**config.mk**
```make
export PLATFORM = sky130hd
export DESIGN_NAME = iir_direct_form_one_filter
export DESIGN_NICKNAME = d
export VERILOG_FILES = /design/src/design/iirdf1_pkg.sv /design/src/design/iirdf1_mac.sv /design/src/design/iir_direct_form_one_filter.sv
export SDC_FILE = /design/constraint.sdc
export NUM_CORES = 1
export LEC_CHECK = 0
export BUFFER_PORTS_ARGS = -buffer_cell sky130_fd_sc_hd__buf_2
export CORE_MARGIN = 5
export CORE_UTILIZATION = 65
export DETAILED_ROUTE_END_ITERATION = 10
export GPL_TIMING_DRIVEN = 0
export PLACE_DENSITY_LB_ADDON = 0.15
export SYNTH_ARGS = -nofsm -noshare
export SYNTH_HDL_FRONTEND = slang
export SYNTH_SLANG_ARGS = --single-unit
```
**constraint.sdc**
```tcl
create_clock -name clk -period 14.2 [get_ports clk]
set_clock_uncertainty 0.05 [all_clocks]
set_input_delay 2.13 -clock clk [delete_from_list [all_inputs] [get_ports clk]]
set_output_delay 2.13 -clock clk [all_outputs]
set_load 0.01 [all_outputs]
```
**src/design/iirdf1_pkg.sv**
```systemverilog
`default_nettype none

package iirdf1_pkg;

  localparam int SAMPLE_W  = 16;
  localparam int COEF_W    = 18;
  localparam int PROD_W    = SAMPLE_W + COEF_W;
  // up to seven Q4.30 products, plus headroom
  localparam int ACC_W     = 38;
  localparam int MAX_ORDER = 3;
  localparam int ORDER_W   = 2;
  localparam int CFG_IDX_W = 3;
  localparam int STEP_W    = 3;
  localparam int FRAC_W    = 15;

  // register indexes on the configuration port
  localparam logic [CFG_IDX_W-1:0] REG_ORDER = 3'd0;
  localparam logic [CFG_IDX_W-1:0] REG_NUM_0 = 3'd1;
  localparam logic [CFG_IDX_W-1:0] REG_NUM_1 = 3'd2;
  localparam logic [CFG_IDX_W-1:0] REG_NUM_2 = 3'd3;
  localparam logic [CFG_IDX_W-1:0] REG_NUM_3 = 3'd4;
  localparam logic [CFG_IDX_W-1:0] REG_DEN_0 = 3'd5;
  localparam logic [CFG_IDX_W-1:0] REG_DEN_1 = 3'd6;
  localparam logic [CFG_IDX_W-1:0] REG_DEN_2 = 3'd7;

  typedef logic signed [SAMPLE_W-1:0] sample_t;
  typedef logic signed [COEF_W-1:0]   coef_t;
  typedef logic signed [ACC_W-1:0]    acc_t;

  typedef struct packed {
    logic clr;    // zero the accumulator
    logic issue;  // operands valid this cycle
    logic sub;    // subtract this product
  } mac_ctl_t;

  localparam acc_t RND_HALF = 38'sd16384;

  // round half up to Q1.15, then saturate to 16 bits
  function automatic sample_t round_sat(acc_t acc);
    acc_t                          t;
    logic signed [ACC_W-FRAC_W-1:0] q;
    sample_t                       r;
    t = acc + RND_HALF;
    q = t[ACC_W-1:FRAC_W];
    if (q > 23'sd32767) begin
      r = 16'sh7fff;
    end else if (q < -23'sd32768) begin
      r = 16'sh8000;
    end else begin
      r = q[SAMPLE_W-1:0];
    end
    return r;
  endfunction

endpackage

`default_nettype wire

```
**src/design/iirdf1_mac.sv**
```systemverilog
`default_nettype none

module iirdf1_mac import iirdf1_pkg::*; (
  input  wire logic     clk,
  input  wire logic     rst_n,
  input  wire mac_ctl_t ctl,
  input  wire sample_t  smp,
  input  wire coef_t    coef,
  output acc_t          acc
);

  logic signed [PROD_W-1:0] prod_r;
  logic                     prod_vld_r;
  logic                     prod_sub_r;
  acc_t                     acc_r;
  acc_t                     prod_ext;

  assign prod_ext = acc_t'(prod_r);

  // stage 1: registered product
  always_ff @(posedge clk) begin
    if (!rst_n) begin
      prod_vld_r <= 1'b0;
      prod_sub_r <= 1'b0;
    end else begin
      prod_vld_r <= ctl.issue;
      prod_sub_r <= ctl.sub;
    end
    prod_r <= smp * coef;
  end

  // stage 2: accumulate
  always_ff @(posedge clk) begin
    if (!rst_n) begin
      acc_r <= '0;
    end else if (ctl.clr) begin
      acc_r <= '0;
    end else if (prod_vld_r) begin
      acc_r <= prod_sub_r ? (acc_r - prod_ext) : (acc_r + prod_ext);
    end
  end

  assign acc = acc_r;

endmodule

`default_nettype wire

```
**src/design/iir_direct_form_one_filter.sv**
```systemverilog
`default_nettype none

// Direct-form-I IIR filter, order 1 to 3 (register REG_ORDER; 0 acts as 1),
// Q1.15 samples, Q3.15 coefficients, leading denominator fixed at one.
// A sample is accepted in the idle state. The single shared 16x18
// multiplier then runs 2*order + 1 products back to back, followed by the
// pipeline drain, round/saturate and output load states, after which the
// result is offered. in_ready is high only while the block is idle. It
// rises again in the cycle the result is loaded, so a new sample can be
// accepted only after the previous result is loaded. The result sits in
// an output register, so a stalled consumer holds the result without
// losing it. A result that is still held when the next one is ready keeps
// the block in its output state, and in_ready stays low until the held
// result is taken. Denominator terms are subtracted. The sum is rounded
// half up to Q1.15 and saturated, and that saturated value is also written
// into the output history. Configuration writes (cfg_ready is always high)
// must only be issued while idle.
module iir_direct_form_one_filter import iirdf1_pkg::*; (
  input  wire logic                 clk,
  input  wire logic                 rst_n,
  // sample input
  input  wire logic                 in_valid,
  output logic                      in_ready,
  input  wire sample_t              in_sample,
  // filtered output
  output logic                      out_valid,
  input  wire logic                 out_ready,
  output sample_t                   out_filtered,
  // register writes
  input  wire logic                 cfg_valid,
  output logic                      cfg_ready,
  input  wire logic [CFG_IDX_W-1:0] cfg_index,
  input  wire logic [COEF_W-1:0]    cfg_data
);

  localparam logic [2:0] ST_IDLE  = 3'd0;
  localparam logic [2:0] ST_MAC   = 3'd1;
  localparam logic [2:0] ST_DRAIN = 3'd2;
  localparam logic [2:0] ST_ROUND = 3'd3;
  localparam logic [2:0] ST_SEND  = 3'd4;

  // configuration registers
  logic [ORDER_W-1:0] order_r;
  coef_t              num_r [0:MAX_ORDER];
  coef_t              den_r [0:MAX_ORDER-1];

  // filter state
  sample_t            in_hist_r  [0:MAX_ORDER-1];
  sample_t            out_hist_r [0:MAX_ORDER-1];
  logic [ORDER_W-1:0] ring_pos_r;

  // per-transaction working registers
  logic [2:0]         state_r, state_nxt;
  logic [STEP_W-1:0]  step_r;
  logic [ORDER_W-1:0] pos_r;
  logic [ORDER_W-1:0] start_r;
  sample_t            x_r;
  sample_t            y_r;
  logic               out_valid_r;
  sample_t            out_data_r;

  logic [ORDER_W-1:0] ord;
  logic [ORDER_W-1:0] start;
  logic               last_step;
  logic               out_free;
  logic               in_acc;
  mac_ctl_t           mac_ctl;
  sample_t            mac_smp;
  coef_t              mac_coef;
  acc_t               acc;
  sample_t            y_new;

  function automatic logic [ORDER_W-1:0] ring_next(logic [ORDER_W-1:0] p,
                                                   logic [ORDER_W-1:0] o);
    logic [ORDER_W:0] n;
    n = {1'b0, p} + 3'd1;
    return (n >= {1'b0, o}) ? '0 : n[ORDER_W-1:0];
  endfunction

  // order 0 behaves as order 1; 2-bit field cannot exceed the maximum
  assign ord   = (order_r == '0) ? 2'd1 : order_r;
  // after an order change the ring position may be out of range
  assign start = (ring_pos_r < ord) ? ring_pos_r : '0;

  assign in_ready  = (state_r == ST_IDLE);
  assign in_acc    = in_valid && in_ready;
  assign cfg_ready = 1'b1;
  assign out_free  = !out_valid_r || out_ready;
  assign last_step = (step_r == {ord, 1'b0});

  // Operand select. Even step k: num[k/2] * x_hist, odd step: den[k/2] *
  // y_hist (subtracted); the final step pairs num[order] with the new sample.
  always_comb begin
    mac_smp  = '0;
    mac_coef = '0;
    if (last_step) begin
      mac_smp = x_r;
    end else if (step_r[0]) begin
      case (pos_r)
        2'd0:    mac_smp = out_hist_r[0];
        2'd1:    mac_smp = out_hist_r[1];
        2'd2:    mac_smp = out_hist_r[2];
        default: mac_smp = '0;
      endcase
    end else begin
      case (pos_r)
        2'd0:    mac_smp = in_hist_r[0];
        2'd1:    mac_smp = in_hist_r[1];
        2'd2:    mac_smp = in_hist_r[2];
        default: mac_smp = '0;
      endcase
    end
    if (step_r[0]) begin
      case (step_r[2:1])
        2'd0:    mac_coef = den_r[0];
        2'd1:    mac_coef = den_r[1];
        2'd2:    mac_coef = den_r[2];
        default: mac_coef = '0;
      endcase
    end else begin
      mac_coef = num_r[step_r[2:1]];
    end
  end

  // sequencer
  always_comb begin
    state_nxt = state_r;
    mac_ctl   = '0;
    unique case (state_r)
      ST_IDLE: begin
        if (in_valid) begin
          mac_ctl.clr = 1'b1;
          state_nxt   = ST_MAC;
        end
      end
      ST_MAC: begin
        mac_ctl.issue = 1'b1;
        mac_ctl.sub   = step_r[0] && !last_step;
        if (last_step) begin
          state_nxt = ST_DRAIN;
        end
      end
      ST_DRAIN: state_nxt = ST_ROUND;
      ST_ROUND: state_nxt = ST_SEND;
      ST_SEND: begin
        if (out_free) begin
          state_nxt = ST_IDLE;
        end
      end
      default: state_nxt = ST_IDLE;
    endcase
  end

  iirdf1_mac u_mac (
    .clk   (clk),
    .rst_n (rst_n),
    .ctl   (mac_ctl),
    .smp   (mac_smp),
    .coef  (mac_coef),
    .acc   (acc)
  );

  assign y_new = round_sat(acc);

  // configuration writes
  always_ff @(posedge clk) begin
    if (!rst_n) begin
      order_r  <= 2'd1;
      num_r[0] <= '0;
      num_r[1] <= 18'sd32768;
      num_r[2] <= '0;
      num_r[3] <= '0;
      den_r[0] <= '0;
      den_r[1] <= '0;
      den_r[2] <= '0;
    end else if (cfg_valid) begin
      unique case (cfg_index)
        REG_ORDER: order_r  <= cfg_data[ORDER_W-1:0];
        REG_NUM_0: num_r[0] <= coef_t'(cfg_data);
        REG_NUM_1: num_r[1] <= coef_t'(cfg_data);
        REG_NUM_2: num_r[2] <= coef_t'(cfg_data);
        REG_NUM_3: num_r[3] <= coef_t'(cfg_data);
        REG_DEN_0: den_r[0] <= coef_t'(cfg_data);
        REG_DEN_1: den_r[1] <= coef_t'(cfg_data);
        REG_DEN_2: den_r[2] <= coef_t'(cfg_data);
        default: ;
      endcase
    end
  end

  // control and history state
  always_ff @(posedge clk) begin
    if (!rst_n) begin
      state_r     <= ST_IDLE;
      step_r      <= '0;
      pos_r       <= '0;
      start_r     <= '0;
      ring_pos_r  <= '0;
      out_valid_r <= 1'b0;
      for (int i = 0; i < MAX_ORDER; i++) begin
        in_hist_r[i]  <= '0;
        out_hist_r[i] <= '0;
      end
    end else begin
      state_r <= state_nxt;
      if (in_acc) begin
        step_r  <= '0;
        pos_r   <= start;
        start_r <= start;
      end
      if (state_r == ST_MAC) begin
        step_r <= step_r + 3'd1;
        // ring index moves on after each input/output pair
        if (step_r[0]) begin
          pos_r <= ring_next(pos_r, ord);
        end
      end
      if (state_r == ST_ROUND) begin
        in_hist_r[start_r]  <= x_r;
        out_hist_r[start_r] <= y_new;
        ring_pos_r          <= ring_next(start_r, ord);
      end
      if (state_r == ST_SEND && out_free) begin
        out_valid_r <= 1'b1;
      end else if (out_valid_r && out_ready) begin
        out_valid_r <= 1'b0;
      end
    end
  end

  // payload registers
  always_ff @(posedge clk) begin
    if (in_acc) begin
      x_r <= in_sample;
    end
    if (state_r == ST_ROUND) begin
      y_r <= y_new;
    end
    if (state_r == ST_SEND && out_free) begin
      out_data_r <= y_r;
    end
  end

  assign out_valid    = out_valid_r;
  assign out_filtered = out_data_r;

endmodule

`default_nettype wire

```
==> flow_metrics.py <==
metrics = {
    "outcome": {
        "status": "finished, final reports clean",
    },
    "sta": {
        "drv_slew": 0,
        "worstMarginPinSlew_ns": 1.40,
        "setup_tns_ns": 0,
        "fmax_ghz": 0.0978,
        "finalHoldViolCount": 0,
        "setup_viol": 0,
        "rsz0062_at_grt": "false",
        "finalCritPeriodShare_pct": 72.0,
        "fin_crit_ns": 10.23,
        "setup_slack_ns": 3.97,
        "relSlewSlack_pct": 6.64,
    },
    "cts": {
        "ctsHtreeMaxLevel": 2,
        "cts_setup_buffers": 0,
        "numCtsBuffers": 40,
        "clk_pin_slew_ns": 0.06,
        "cts_buffer_depth": 3,
        "clkLatencyLatePin_ns": 0.60,
        "cts_sinks": 361,
        "cts_tree": "built",
        "postCtsResizedCells": 0,
        "root_buffer": "clkbuf_16",
        "cts_hold_buffers": 0,
    },
    "critical_path": {
        "cp_slowest_cell": "a21oi_1",
        "r2r_end": "u_mac.prod_r[33]",
        "crit_path_end": "u_mac.prod_r[33]",
        "path_depth": 28,
        "startpoint_type": "flip-flop",
        "worstPathMaxFanout": 10,
        "crit_path_max_incr_delay_ns": 1.10,
        "arrival_ns": 10.63,
        "reg2reg_slack_ns": 3.97,
        "critPathKind": "reg2reg",
        "crit_buf_inv": 7,
        "critPathTopFamily": "adder cells",
        "cp.required_ns": 14.60,
        "startpoint": "pos_r[0]",
        "cp-end-kind": "flip-flop",
        "crit_top_cell": "fa_1",
        "r2r_start": "pos_r[0]",
        "r2r_cells": 28,
    },
    "detailed_routing": {
        "dr.first_iter.drc_count": 1974,
        "wl_per_cell_um": 20.6,
        "routed-wl-met3_mm": 4.93,
        "ant_nets": 0,
        "drc_errors": 0,
        "via_count": 20900,
        "dr.pass1.iters": 9,
        "m1WireLength_mm": 28.3,
        "wl_met2_mm": 35.0,
        "vias_per_cell": 6.00,
        "wirelength_mm": 71.8,
        "routed.top_layer": "met4",
    },
    "global_routing": {
        "grt_antenna_before_repair": 0,
        "grt_start_max_net_pins": 33,
        "grt_pass1_wl_mm": 117,
        "grt_usage_pct": 31.2,
        "grt_pass1_vias": 21800,
        "grt_overflow": 0,
    },
    "placement": {
        "portBuffers": 59,
        "hpwl_mm": 55.9,
        "preCtsSetupSlack_ns": 4.20,
        "place_congestion": 0.925,
    },
    "logic_synthesis": {
        "synth-main-ff-cell": "edfxtp_1",
        "synth_area_leader_cell": "edfxtp_1",
        "synthesis.area_um2": 28400,
        "yosys-top-cells-area": "edfxtp_1 29%, fa_1 21%, dfxtp_1 6.4%",
        "syn_nets": 3233,
        "postSynthCellCount": 2761,
        "ys_ff_latch": 361,
        "yosysUniqueCellTypes": 75,
        "synth_top_cell_area_share_pct": 28.6,
        "ys_warn_count": 0,
        "synth-async-reset-ratio_pct": 0,
        "syn_avg_cell_area_um2": 10.3,
        "synth-edff-count": 270,
        "yosysSeqAreaShare_pct": 35.0,
    },
    "job": {
        "maxCapViolations": 0,
    },
    "finish": {
        "fillers": 3192,
        "mostFrequentLayoutCells": "383 x inv_1, 372 x nor2_1, 293 x fa_1",
        "diodes": 0,
        "syn2layout_area_growth_pct": 8.75,
        "area.sequential_um2": 9930,
        "drive_above_1_share_pct": 7.11,
        "final_common_cell": "inv_1",
        "final_nets": 3345,
        "multi_input_area_um2": 16600,
    },
    "die": {
        "die_x_um": 219,
        "num_rows": 76,
        "start_util_pct": 65.8,
        "io_pins": 61,
        "die-area_um2": 47900,
        "die_h_um": 219,
        "coreArea_um2": 43100,
    },
    "hold_path": {
        "hold_path_class": "reg2reg",
    },
}
flip-flops by register name, indices dropped and copies added, names as in the netlist, named ones only:
name / cells
den_r: 54
out_filtered: 16
num_r: 72
u_mac.prod_sub_r: 1
out_hist_r: 48
u_mac.acc: 38
y_r: 16
state_r: 3
u_mac.prod_vld_r: 1
u_mac.prod_r: 34
out_valid: 1
in_hist_r: 48
step_r: 3
ring_pos_r: 2
pos_r: 2
x_r: 16
order_r: 2
start_r: 2
metrics by stage:
| stage | hold slack (ns) | instances | util, % | cell area [um^2] |
|---|---|---|---|---|
| after floorplan | 0.350 | 2761 | - | 28400 |
| after global routing | 0.384 | 3484 | 71.6 | 30800 |
| after CTS | 0.368 | 3484 | 71.6 | 30800 |
| after detailed placement | 0.357 | 3416 | 68.7 | 29600 |
| after global placement | 0.351 | 3405 | 68.2 | 29400 |
| final | 0.371 | 3484 | 71.6 | 30800 |
cell usage after synthesis, drive strengths merged (59+ instances only):
master,number
o21ai,59
inv,383
nor2,372
nand2,142
a21oi,122
and2,153
ha,137
fa,293
xnor2,93
dfxtp,91
edfxtp,270
clkbuf,87
kinds of logic (layout without fill, tap and decap cells):
group / after synthesis / count (layout) / share of synthesized area, %
buffers and inverters: 492 / 630 / 6.64
AOI/OAI and AO/OA: 379 / 379 / 8.93
other: 1 / 1 / 0.0132
adders and majority gates: 430 / 430 / 26.7
and+or+nand+nor: 909 / 909 / 15.7
xor gates and xnor gates: 115 / 115 / 3.55
DFF: 361 / 361 / 35.0
muxes: 74 / 74 / 3.45
metal layers:
layer | track usage (%) | up-vias
met1 | 40.7 | 10300
met3 | 4.01 | 222
met5 | 0 | -
met4 | 13.8 | 0
met2 | 52.8 | 960
li1 | - | 9369
worst min-delay path by stage:
stage | start | endpoint | slack [ns] | cells past startpoint
2_1_floorplan | y_r[0] | out_filtered[0] | 0.35 | 0
3_3_place_gp | y_r[4] | out_filtered[4] | 0.35 | 0
3_5_place_dp | y_r[9] | out_filtered[9] | 0.36 | 0
4_1_cts | y_r[11] | out_filtered[11] | 0.37 | 0
5_1_grt | y_r[4] | out_filtered[4] | 0.38 | 0
6_report | y_r[11] | out_filtered[11] | 0.37 | 0
final cells by class:
| type | count | share of cell area, % |
|---|---|---|
| multi-input combinational | 1908 | 53.9 |
| sequential | 361 | 32.2 |
| inverter | 383 | 4.66 |
| clock buffer | 54 | 3.42 |
| tap | 585 | 2.37 |
| timing repair buffer | 70 | 1.47 |
| buffer | 109 | 1.44 |
| clock inverter | 14 | 0.576 |
Power is left out: the tool's default activity adds up to more than one toggle a clock period on the data nets, which glitch-free logic cannot reach.
